`config.mk`:
```
export PLATFORM = sky130hd
export DESIGN_NAME = quadratic_newton_root_flat
export DESIGN_NICKNAME = d
export VERILOG_FILES = /design/src/sv/qnr_pkg.sv /design/src/sv/qnr_if.sv /design/src/sv/quadratic_newton_root.sv /design/src/flat_wrapper.sv
export SDC_FILE = /design/constraint.sdc
export NUM_CORES = 2
export LEC_CHECK = 0
export ABC_AREA = 1
export ABC_CLOCK_PERIOD_IN_PS = 8250
export BUFFER_PORTS_ARGS = -buffer_cell sky130_fd_sc_hd__buf_2
export CAP_MARGIN = 0
export CORE_MARGIN = 1
export CORE_UTILIZATION = 59
export DETAILED_ROUTE_END_ITERATION = 10
export GPL_ROUTABILITY_DRIVEN = 1
export PLACE_DENSITY_LB_ADDON = 0.15
export SLEW_MARGIN = 15
export SYNTH_ARGS = -nofsm -noshare
export SYNTH_HDL_FRONTEND = slang
export SYNTH_SLANG_ARGS = --single-unit
```
`constraint.sdc`:
```
create_clock -name clock -period 8.25 [get_ports clock]
set_input_delay 0.4125 -clock clock [delete_from_list [all_inputs] [get_ports clock]]
set_output_delay 0.4125 -clock clock [all_outputs]
set_load 0.05 [all_outputs]
```
`src/sv/qnr_pkg.sv`:
```
`timescale 1ns / 1ps

package qnr_pkg;

   localparam int FRAC_BITS      = 16;
   localparam int WORD_BITS      = 32;
   localparam int IO_BITS        = 32;
   localparam int TOL_BITS       = 16;
   localparam int LIM_BITS       = 12;
   localparam int NUDGE_BITS     = 16;
   localparam int CSR_DATA_BITS  = 16;
   localparam int CSR_INDEX_BITS = 2;

   localparam int CNT_BITS     = LIM_BITS + 1;
   localparam int ACC_BITS     = WORD_BITS + 2;
   localparam int PROD_BITS    = 2 * WORD_BITS;
   localparam int NUM_BITS     = WORD_BITS + FRAC_BITS;
   localparam int DIV_CNT_BITS = $clog2(NUM_BITS + 1);
   localparam int EXT_BITS     = (WORD_BITS > IO_BITS ? WORD_BITS : IO_BITS) + 1;

   typedef logic signed [WORD_BITS-1:0] word_type;
   typedef logic        [WORD_BITS-1:0] mag_type;
   typedef logic        [IO_BITS-1:0]   io_type;

   localparam word_type WORD_MAX = {1'b0, {(WORD_BITS-1){1'b1}}};
   localparam word_type WORD_MIN = {1'b1, {(WORD_BITS-1){1'b0}}};
   localparam logic signed [IO_BITS-1:0] IO_MAX = {1'b0, {(IO_BITS-1){1'b1}}};
   localparam logic signed [IO_BITS-1:0] IO_MIN = {1'b1, {(IO_BITS-1){1'b0}}};

   localparam logic [CSR_INDEX_BITS-1:0] CSR_TOLERANCE  = CSR_INDEX_BITS'(0);
   localparam logic [CSR_INDEX_BITS-1:0] CSR_ITER_LIMIT = CSR_INDEX_BITS'(1);
   localparam logic [CSR_INDEX_BITS-1:0] CSR_NUDGE_STEP = CSR_INDEX_BITS'(2);

   localparam logic [TOL_BITS-1:0]   TOL_RESET   = TOL_BITS'(1);
   localparam logic [LIM_BITS-1:0]   LIM_RESET   = LIM_BITS'(1000);
   localparam logic [NUDGE_BITS-1:0] NUDGE_RESET = NUDGE_BITS'(1);

   function automatic word_type clamp_acc(input logic signed [ACC_BITS-1:0] v);
      logic signed [ACC_BITS-1:0] hi;
      logic signed [ACC_BITS-1:0] lo;
      hi = ACC_BITS'(WORD_MAX);
      lo = ACC_BITS'(WORD_MIN);
      if (v > hi) begin
         return WORD_MAX;
      end else if (v < lo) begin
         return WORD_MIN;
      end
      return word_type'(v[WORD_BITS-1:0]);
   endfunction

   function automatic mag_type magnitude(input word_type v);
      return v[WORD_BITS-1] ? mag_type'(-v) : mag_type'(v);
   endfunction

   // sign and magnitude to a saturated word
   function automatic word_type sat_sm(input logic neg, input logic [PROD_BITS-1:0] m);
      logic [PROD_BITS-1:0] half;
      half = {{(PROD_BITS-WORD_BITS){1'b0}}, WORD_MIN};
      if (m >= half) begin
         return neg ? WORD_MIN : WORD_MAX;
      end
      return neg ? word_type'(mag_type'(0) - m[WORD_BITS-1:0])
                 : word_type'(m[WORD_BITS-1:0]);
   endfunction

   function automatic word_type in_word(input io_type raw);
      logic signed [EXT_BITS-1:0] ext;
      logic signed [EXT_BITS-1:0] hi;
      logic signed [EXT_BITS-1:0] lo;
      ext = EXT_BITS'(signed'(raw));
      hi  = EXT_BITS'(WORD_MAX);
      lo  = EXT_BITS'(WORD_MIN);
      if (ext > hi) begin
         return WORD_MAX;
      end else if (ext < lo) begin
         return WORD_MIN;
      end
      return word_type'(ext[WORD_BITS-1:0]);
   endfunction

   function automatic io_type out_word(input word_type x);
      logic signed [EXT_BITS-1:0] ext;
      logic signed [EXT_BITS-1:0] hi;
      logic signed [EXT_BITS-1:0] lo;
      ext = EXT_BITS'(x);
      hi  = EXT_BITS'(IO_MAX);
      lo  = EXT_BITS'(IO_MIN);
      if (ext > hi) begin
         return io_type'(IO_MAX);
      end else if (ext < lo) begin
         return io_type'(IO_MIN);
      end
      return ext[IO_BITS-1:0];
   endfunction

   typedef enum logic [12:0] {
      S_IDLE = 13'b0000000000001,
      S_MAX  = 13'b0000000000010,
      S_SAX  = 13'b0000000000100,
      S_DER  = 13'b0000000001000,
      S_MAXX = 13'b0000000010000,
      S_MBX  = 13'b0000000100000,
      S_SUM  = 13'b0000001000000,
      S_FSUM = 13'b0000010000000,
      S_DVI  = 13'b0000100000000,
      S_DIV  = 13'b0001000000000,
      S_UPD  = 13'b0010000000000,
      S_FIN  = 13'b0100000000000,
      S_SPARE = 13'b1000000000000
   } state_type;

endpackage

```
`src/sv/qnr_if.sv`:
```
`timescale 1ns / 1ps

interface qnr_req_if import qnr_pkg::*; ();
   logic   valid;
   logic   ready;
   io_type coef_a;
   io_type coef_b;
   io_type coef_c;
   io_type start_x;

   modport source (output valid, coef_a, coef_b, coef_c, start_x, input ready);
   modport sink   (input valid, coef_a, coef_b, coef_c, start_x, output ready);
endinterface

interface qnr_rsp_if import qnr_pkg::*; ();
   logic                valid;
   logic                ready;
   io_type              root;
   logic [LIM_BITS-1:0] steps_taken;
   logic                found;

   modport source (output valid, root, steps_taken, found, input ready);
   modport sink   (input valid, root, steps_taken, found, output ready);
endinterface

```
`src/sv/quadratic_newton_root.sv`:
```
// Each Newton step passes S_MAX, S_SAX, S_DER, S_MAXX, S_MBX, S_SUM, S_FSUM, S_DVI,
// S_DIV and S_UPD; a zero derivative nudges x and repeats S_MAX to S_DER. The
// 48-bit restoring divider sets the step time, beside three passes through one
// shared multiplier. Flow: one request at a time; req ready only when idle, and the
// finish waits while the previous result still sits in the output register.
// Reset (synchronous, active high): idle, no result, tolerance 1, limit 1000, nudge 1.
`timescale 1ns / 1ps

module quadratic_newton_root import qnr_pkg::*; (
   input  logic                      clock,
   input  logic                      reset,
   qnr_req_if.sink                   req_ch,
   qnr_rsp_if.source                 rsp_ch,
   input  logic                      csr_we,
   input  logic [CSR_INDEX_BITS-1:0] csr_index,
   input  logic [CSR_DATA_BITS-1:0]  csr_wdata
);

   state_type state_ff, state_in;

   logic [TOL_BITS-1:0]   tol_ff, tol_in;
   logic [LIM_BITS-1:0]   lim_ff, lim_in;
   logic [NUDGE_BITS-1:0] nudge_ff, nudge_in;

   word_type a_ff, a_in;
   word_type b_ff, b_in;
   word_type c_ff, c_in;
   word_type x_ff, x_in;
   word_type ax_ff, ax_in;
   word_type axx_ff, axx_in;
   word_type bx_ff, bx_in;
   word_type d_ff, d_in;
   word_type f_ff, f_in;

   logic [PROD_BITS-1:0]    prod_ff, prod_in;
   logic                    neg_ff, neg_in;
   mag_type                 rem_ff, rem_in;
   mag_type                 den_ff, den_in;
   logic [NUM_BITS-1:0]     quo_ff, quo_in;
   logic                    qneg_ff, qneg_in;
   logic [DIV_CNT_BITS-1:0] dcnt_ff, dcnt_in;
   logic [CNT_BITS-1:0]     count_ff, count_in;
   logic [CNT_BITS-1:0]     nudges_ff, nudges_in;

   logic                rsp_valid_ff, rsp_valid_in;
   io_type              root_ff, root_in;
   logic [LIM_BITS-1:0] steps_ff, steps_in;
   logic                found_ff, found_in;

   mag_type              mul_l;
   mag_type              mul_r;
   logic                 mul_neg;
   logic [PROD_BITS-1:0] mul_p;
   word_type             prod_sat;
   word_type             dbl;
   word_type             d_calc;
   word_type             part;
   logic [WORD_BITS:0]   trial;
   logic                 qbit;
   word_type             delta;
   logic [CNT_BITS-1:0]  count_nx;
   logic [CNT_BITS-1:0]  lim_ext;
   logic                 ok;

   assign req_ch.ready       = (state_ff == S_IDLE);
   assign rsp_ch.valid       = rsp_valid_ff;
   assign rsp_ch.root        = root_ff;
   assign rsp_ch.steps_taken = steps_ff;
   assign rsp_ch.found       = found_ff;

   // shared multiplier
   always_comb begin
      mul_r = magnitude(x_ff);
      case (state_ff)
         S_MAXX: begin
            mul_l   = magnitude(ax_ff);
            mul_neg = ax_ff[WORD_BITS-1] ^ x_ff[WORD_BITS-1];
         end
         S_MBX: begin
            mul_l   = magnitude(b_ff);
            mul_neg = b_ff[WORD_BITS-1] ^ x_ff[WORD_BITS-1];
         end
         default: begin
            mul_l   = magnitude(a_ff);
            mul_neg = a_ff[WORD_BITS-1] ^ x_ff[WORD_BITS-1];
         end
      endcase
      mul_p = PROD_BITS'(mul_l) * PROD_BITS'(mul_r);
   end

   assign prod_sat = sat_sm(neg_ff, prod_ff >> FRAC_BITS);
   assign dbl      = clamp_acc(ACC_BITS'(ax_ff) + ACC_BITS'(ax_ff));
   assign d_calc   = clamp_acc(ACC_BITS'(dbl) + ACC_BITS'(b_ff));
   assign part     = clamp_acc(ACC_BITS'(axx_ff) + ACC_BITS'(bx_ff));
   assign trial    = {rem_ff, quo_ff[NUM_BITS-1]};
   assign qbit     = (trial >= {1'b0, den_ff});
   assign delta    = sat_sm(qneg_ff, PROD_BITS'(quo_ff));
   assign count_nx = count_ff + CNT_BITS'(1);
   assign lim_ext  = {1'b0, lim_ff};
   assign ok       = (count_ff <= lim_ext) && (nudges_ff <= lim_ext) &&
                     (count_ff != CNT_BITS'(0));

   always_comb begin
      state_in     = state_ff;
      tol_in       = tol_ff;
      lim_in       = lim_ff;
      nudge_in     = nudge_ff;
      a_in         = a_ff;
      b_in         = b_ff;
      c_in         = c_ff;
      x_in         = x_ff;
      ax_in        = ax_ff;
      axx_in       = axx_ff;
      bx_in        = bx_ff;
      d_in         = d_ff;
      f_in         = f_ff;
      prod_in      = prod_ff;
      neg_in       = neg_ff;
      rem_in       = rem_ff;
      den_in       = den_ff;
      quo_in       = quo_ff;
      qneg_in      = qneg_ff;
      dcnt_in      = dcnt_ff;
      count_in     = count_ff;
      nudges_in    = nudges_ff;
      rsp_valid_in = rsp_valid_ff && !rsp_ch.ready;
      root_in      = root_ff;
      steps_in     = steps_ff;
      found_in     = found_ff;

      if (csr_we) begin
         unique case (csr_index)
            CSR_TOLERANCE:  tol_in   = csr_wdata[TOL_BITS-1:0];
            CSR_ITER_LIMIT: lim_in   = csr_wdata[LIM_BITS-1:0];
            CSR_NUDGE_STEP: nudge_in = csr_wdata[NUDGE_BITS-1:0];
            default: ;
         endcase
      end

      unique case (state_ff)
         S_IDLE: begin
            if (req_ch.valid) begin
               a_in      = in_word(req_ch.coef_a);
               b_in      = in_word(req_ch.coef_b);
               c_in      = in_word(req_ch.coef_c);
               x_in      = in_word(req_ch.start_x);
               count_in  = '0;
               nudges_in = '0;
               state_in  = S_MAX;
            end
         end
         S_MAX: begin
            prod_in  = mul_p;
            neg_in   = mul_neg;
            state_in = S_SAX;
         end
         S_SAX: begin
            ax_in    = prod_sat;
            state_in = S_DER;
         end
         S_DER: begin
            d_in = d_calc;
            if (d_calc != '0) begin
               state_in = S_MAXX;
            end else if (nudges_ff <= lim_ext) begin
               x_in      = clamp_acc(ACC_BITS'(x_ff) + signed'(ACC_BITS'(nudge_ff)));
               nudges_in = nudges_ff + CNT_BITS'(1);
               state_in  = S_MAX;
            end else begin
               state_in = S_FIN;
            end
         end
         S_MAXX: begin
            prod_in  = mul_p;
            neg_in   = mul_neg;
            state_in = S_MBX;
         end
         S_MBX: begin
            axx_in   = prod_sat;
            prod_in  = mul_p;
            neg_in   = mul_neg;
            state_in = S_SUM;
         end
         S_SUM: begin
            bx_in    = prod_sat;
            state_in = S_FSUM;
         end
         S_FSUM: begin
            f_in     = clamp_acc(ACC_BITS'(part) + ACC_BITS'(c_ff));
            state_in = S_DVI;
         end
         S_DVI: begin
            quo_in   = {magnitude(f_ff), {FRAC_BITS{1'b0}}};
            rem_in   = '0;
            den_in   = magnitude(d_ff);
            qneg_in  = f_ff[WORD_BITS-1] ^ d_ff[WORD_BITS-1];
            dcnt_in  = DIV_CNT_BITS'(NUM_BITS);
            state_in = S_DIV;
         end
         S_DIV: begin
            rem_in  = qbit ? mag_type'(trial - {1'b0, den_ff}) : trial[WORD_BITS-1:0];
            quo_in  = {quo_ff[NUM_BITS-2:0], qbit};
            dcnt_in = dcnt_ff - DIV_CNT_BITS'(1);
            if (dcnt_ff == DIV_CNT_BITS'(1)) begin
               state_in = S_UPD;
            end
         end
         S_UPD: begin
            x_in     = clamp_acc(ACC_BITS'(x_ff) - ACC_BITS'(delta));
            count_in = count_nx;
            if ((magnitude(delta) <= mag_type'(tol_ff)) || (count_nx > lim_ext) ||
                (nudges_ff > lim_ext)) begin
               state_in = S_FIN;
            end else begin
               state_in = S_MAX;
            end
         end
         S_FIN: begin
            if (!rsp_valid_ff || rsp_ch.ready) begin
               root_in      = out_word(x_ff);
               steps_in     = ok ? count_ff[LIM_BITS-1:0] : '0;
               found_in     = ok;
               rsp_valid_in = 1'b1;
               state_in     = S_IDLE;
            end
         end
         default: begin
            state_in = S_IDLE;
         end
      endcase
   end

   always_ff @(posedge clock) begin
      if (reset) begin
         state_ff     <= S_IDLE;
         rsp_valid_ff <= 1'b0;
         tol_ff       <= TOL_RESET;
         lim_ff       <= LIM_RESET;
         nudge_ff     <= NUDGE_RESET;
      end else begin
         state_ff     <= state_in;
         rsp_valid_ff <= rsp_valid_in;
         tol_ff       <= tol_in;
         lim_ff       <= lim_in;
         nudge_ff     <= nudge_in;
      end
   end

   always_ff @(posedge clock) begin
      a_ff      <= a_in;
      b_ff      <= b_in;
      c_ff      <= c_in;
      x_ff      <= x_in;
      ax_ff     <= ax_in;
      axx_ff    <= axx_in;
      bx_ff     <= bx_in;
      d_ff      <= d_in;
      f_ff      <= f_in;
      prod_ff   <= prod_in;
      neg_ff    <= neg_in;
      rem_ff    <= rem_in;
      den_ff    <= den_in;
      quo_ff    <= quo_in;
      qneg_ff   <= qneg_in;
      dcnt_ff   <= dcnt_in;
      count_ff  <= count_in;
      nudges_ff <= nudges_in;
      root_ff   <= root_in;
      steps_ff  <= steps_in;
      found_ff  <= found_in;
   end

`ifndef SYNTHESIS
   a_div_rem: assert property (@(posedge clock) disable iff (reset)
      (state_ff == S_DIV) |-> (rem_ff < den_ff) && (dcnt_ff != '0))
      else $error("divider remainder or bit count out of range");

   a_upd_after_div: assert property (@(posedge clock) disable iff (reset)
      (state_ff == S_UPD) |-> ($past(state_ff) == S_DIV))
      else $error("update entered without a finished division");

   a_count_bound: assert property (@(posedge clock) disable iff (reset)
      (state_ff != S_IDLE) |->
         (count_ff <= lim_ext + CNT_BITS'(1)) && (nudges_ff <= lim_ext + CNT_BITS'(1)))
      else $error("step or nudge count past the limit");

   a_found_steps: assert property (@(posedge clock) disable iff (reset)
      rsp_valid_ff |-> (found_ff == (steps_ff != '0)))
      else $error("found flag disagrees with step count");
`endif

endmodule
```
`src/flat_wrapper.sv`:
```
// flat-port wrapper written by rule: the top's interface ports become plain ports
module quadratic_newton_root_flat import qnr_pkg::*;
  (clock, reset, csr_we, csr_index, csr_wdata, req_ch_valid, req_ch_coef_a, req_ch_coef_b, req_ch_coef_c, req_ch_start_x, req_ch_ready, rsp_ch_valid, rsp_ch_root, rsp_ch_steps_taken, rsp_ch_found, rsp_ch_ready);
  qnr_req_if req_ch_i ();
  qnr_rsp_if rsp_ch_i ();
  input  logic clock;
  input  logic reset;
  input  logic csr_we;
  input  logic [CSR_INDEX_BITS-1:0] csr_index;
  input  logic [CSR_DATA_BITS-1:0] csr_wdata;
  input wire logic [$bits(req_ch_i.valid)-1:0] req_ch_valid;
  input wire logic [$bits(req_ch_i.coef_a)-1:0] req_ch_coef_a;
  input wire logic [$bits(req_ch_i.coef_b)-1:0] req_ch_coef_b;
  input wire logic [$bits(req_ch_i.coef_c)-1:0] req_ch_coef_c;
  input wire logic [$bits(req_ch_i.start_x)-1:0] req_ch_start_x;
  output wire logic [$bits(req_ch_i.ready)-1:0] req_ch_ready;
  output wire logic [$bits(rsp_ch_i.valid)-1:0] rsp_ch_valid;
  output wire logic [$bits(rsp_ch_i.root)-1:0] rsp_ch_root;
  output wire logic [$bits(rsp_ch_i.steps_taken)-1:0] rsp_ch_steps_taken;
  output wire logic [$bits(rsp_ch_i.found)-1:0] rsp_ch_found;
  input wire logic [$bits(rsp_ch_i.ready)-1:0] rsp_ch_ready;
  assign req_ch_i.valid = req_ch_valid;
  assign req_ch_i.coef_a = req_ch_coef_a;
  assign req_ch_i.coef_b = req_ch_coef_b;
  assign req_ch_i.coef_c = req_ch_coef_c;
  assign req_ch_i.start_x = req_ch_start_x;
  assign req_ch_ready = req_ch_i.ready;
  assign rsp_ch_valid = rsp_ch_i.valid;
  assign rsp_ch_root = rsp_ch_i.root;
  assign rsp_ch_steps_taken = rsp_ch_i.steps_taken;
  assign rsp_ch_found = rsp_ch_i.found;
  assign rsp_ch_i.ready = rsp_ch_ready;
  quadratic_newton_root u_core (.clock(clock), .reset(reset), .req_ch(req_ch_i), .rsp_ch(rsp_ch_i), .csr_we(csr_we), .csr_index(csr_index), .csr_wdata(csr_wdata));
endmodule
```
==> flow_metrics.tcl <==
set metrics [dict create \
    synth.avg_cell_area_um2 8.17 \
    startpoint "u_core.a_ff[0]$_DFFE_PP_" \
    first_pass_iters 9 \
    dr_total_vias 67916 \
    cp_max_fo 6 \
    grt_overflow 0 \
    gp_congestion 1.04 \
    max_cap_violations 0 \
    cts_buffers 69 \
    tns_ns -30.46 \
    design_area_mm2 0.0907 \
    synth_compound_area_share_pct 9.08 \
    synth_simple_gate_area_share_pct 19.0 \
    layout_setup_ws_ns -0.936 \
    critPathTopFamily "adder cells" \
    skew_ns 0.0698 \
    wl_um 263000 \
    rr_startpoint "u_core.a_ff[0]$_DFFE_PP_" \
    die_x_um 355 \
    final_cell_mix "inv_1, nand2_1, nor2_1" \
    cts_tree "done" \
    synthXorXnorAreaFrac_pct 4.76 \
    cp_data_arrival_time_ns 9.62 \
    start_util_pct 59.4 \
    worstMarginPinSlew_ns 1.04 \
    synth-adder-area-share_pct 33.2 \
    yosysWarnings 0 \
    clk_latency_ns 0.70 \
    grt_pass1_vias 66618 \
    min_from "req_ch_start_x[27]" \
    netlist_instances 8984 \
    via_per_inst 5.81 \
    cp_slowest_cell "fa_1" \
    nFillCells 9270 \
    cts_buffer_depth 3 \
    row_count 129 \
    finalSetupViolCount 46 \
    syn2layout_area_growth_pct 23.6 \
    wl_per_cell_um 22.5 \
    rsz0062_at_grt "yes" \
    ys.flop_type "edfxtp_1" \
    failed_checks "setup timing" \
    final_antenna_net_count 0 \
    drv_slew 0 \
    grt_use_total_pct 41.2 \
    finalCritPeriodShare_pct 111 \
    synth_nets 10539 \
    cts_sinks 584 \
    start_kind "register" \
    max_stage_delay_ns 0.59 \
    finalCriticalPeriod_ns 9.19 \
    max_slew_margin_pct 30.0 \
    fmax_mhz 109 \
    core_area_mm2 0.123 \
    synthMuxAreaShare_pct 0 \
    final_nets 11550 \
    die_y_um 355 \
    synth_edf_count 527 \
    synthesis.area_mm2 0.0734 \
    hold_violations 0 \
    ios 198 \
    final_layout_size_suffix_gt1_share_pct 21.6 \
    drc 0 \
    status "finished with violations" \
    cp_data_required_time_ns 8.68 \
    crit_path_end_kind "register" \
    grt_max_degree 92 \
    clk_pin_slew_ns 0.06 \
    worstSetupPathType "register to register" \
    drt_iter0_markers 7696 \
    grt_pass1_wl_um 392000 \
    async_flop_share_pct 0 \
    mostFrequentLayoutCell "inv_1" \
    synth_top_family_by_area "adder cells" \
    cts.htree.levels 3 \
    hp-class "input port to register" \
    timing.critical_path.mode_cell "fa_1" \
    dieArea_mm2 0.126 \
    ys_seq_elements 584 \
    seq_area_frac_synth_pct 23.1 \
    path_buf_inv 12 \
    portBuffers 197 \
    root_buffer "clkbuf_16" \
    placedInstanceArea_mm2 0.0828 \
    synth_cell_types 81 \
    dpl.hpwl_um 210000 \
    grt_antenna_before_repair 1 \
]
layout make-up:
cell class	count	area, um^2	share of cell area, %
well taps	1637	2050	2.26
inverters	1640	6240	6.88
repair buffers	1348	11300	12.4
clock inverters	44	460	0.507
clock buffers	81	1800	1.99
diodes	3	7.51	0.00827
multi-input cells	6352	51900	57.2
flip-flops and latches	584	17000	18.7
metrics by stage:
| stage | setup slack, ns | cells | util, % | hold slack, ns |
|---|---|---|---|---|
| after global routing | -1.22 | 11686 | 73.5 | 0.0220 |
| after floorplan | -0.0709 | 8984 | - | 0.433 |
| final | -0.936 | 11689 | 73.5 | 0.0395 |
| after detailed placement | -1.13 | 11306 | 67.0 | 0.461 |
| after CTS | -0.762 | 11607 | 71.7 | 0.000896 |
| after global placement | -1.05 | 11306 | 67.0 | 0.451 |
logic make-up (layout without fill, tap and decap cells):
| logic type | Yosys count | count (layout) |
|---|---|---|
| simple gates | 3356 | 3356 |
| buf+inv | 2048 | 3113 |
| fa+ha+maj | 1404 | 1404 |
| compound gates | 1200 | 1200 |
| flops | 584 | 584 |
| xor+xnor | 392 | 392 |
| other cells | 0 | 3 |
registers in the layout, summed over array words and instances, names as in the netlist, 12 cells and up:
| name | cells |
|---|---|
| u_core.count_ff | 13 |
| u_core.tol_ff | 16 |
| u_core.rsp_ch.steps_taken | 12 |
| u_core.axx_ff | 32 |
| u_core.x_ff | 32 |
| u_core.nudge_ff | 16 |
| u_core.b_ff | 32 |
| u_core.quo_ff | 48 |
| u_core.ax_ff | 32 |
| u_core.den_ff | 32 |
| u_core.lim_ff | 12 |
| u_core.prod_ff | 48 |
| u_core.state_ff | 12 |
| u_core.bx_ff | 32 |
| u_core.nudges_ff | 13 |
| u_core.a_ff | 32 |
| u_core.rem_ff | 32 |
| u_core.f_ff | 32 |
| u_core.rsp_ch.root | 32 |
| u_core.c_ff | 32 |
| u_core.d_ff | 32 |
final timing paths:
check | depth (start not counted) | end | slack, ns
worst max-delay path | 43 | u_core.prod_ff[48]$_DFFE_PP_ | -0.94
worst min-delay path | 3 | u_core.x_ff[27]$_DFFE_PP_ | 0.04
worst max register to register | 43 | u_core.prod_ff[48]$_DFFE_PP_ | -0.94
worst min register to register | 2 | u_core.tol_ff[11]$_SDFFE_PP0P_ | 0.47
per-layer routing:
metal	vias to the layer above	track usage (%)	routed length [um]
met2	3845	62.5	117000
li1	30270	-	-
met1	32924	56.2	103000
met4	2	20.3	16500
met5	-	0	60
met3	875	8.74	27700
cell usage after synthesis, types with 5 or more instances:
cell type     n  share of area (%)
a31oi_1      35               0.30
nand2_1    1548                7.9
nor3_2       11               0.15
xor2_1      251                3.0
nand2_2      26               0.22
nor2_1     1142                5.8
o21a_1       17               0.17
nor4_1       50               0.43
edfxtp_1    527                 22
a211oi_1      9              0.092
buf_6        16               0.25
o21bai_1     13               0.13
nand3_1     307                2.1
a21o_1       19               0.19
a221oi_1      6              0.072
fa_1        901                 25
buf_4         9              0.092
inv_1      1594                8.2
clkinv_1     17              0.087
o21ai_1      39               0.27
nor2_2       25               0.21
o21ai_0     431                2.9
o41ai_1       5              0.060
ha_1        503                8.6
a21boi_1      6              0.061
buf_1        19              0.097
or2_2        27               0.23
a21oi_1     500                3.4
nand3_2       6              0.082
xnor2_1     136                1.6
a21oi_2       7              0.084
inv_2        25               0.13
dfxtp_1      57                1.6
a21boi_0     12               0.12
o221ai_1      9               0.11
nand4_1      60               0.51
o31ai_1      10               0.10
o211ai_1     36               0.37
nor2_4        8               0.12
nor3_1      109               0.74
and3_1        7              0.060
clkbuf_1    300                1.5
buf_2        59               0.40
nand3b_1      8              0.082
o21ai_2      20               0.24
tightest hold or removal path, cell delays in order:
cell and delay [ns]:
buf_2 0.08, nand2_1 0.05, nand3_1 0.07
what timing repair did:
action	4_1_cts	5_1_grt
hold endpoints to repair	99	0
pin swaps	206	304
gates cloned	4	4
setup endpoints to repair	48	48
resized for setup	440	392
hold buffers	99	0
setup buffers	78	89
Power is not shown: default switching activity piles up to over one toggle a cycle in this logic, so the estimate is an artifact.
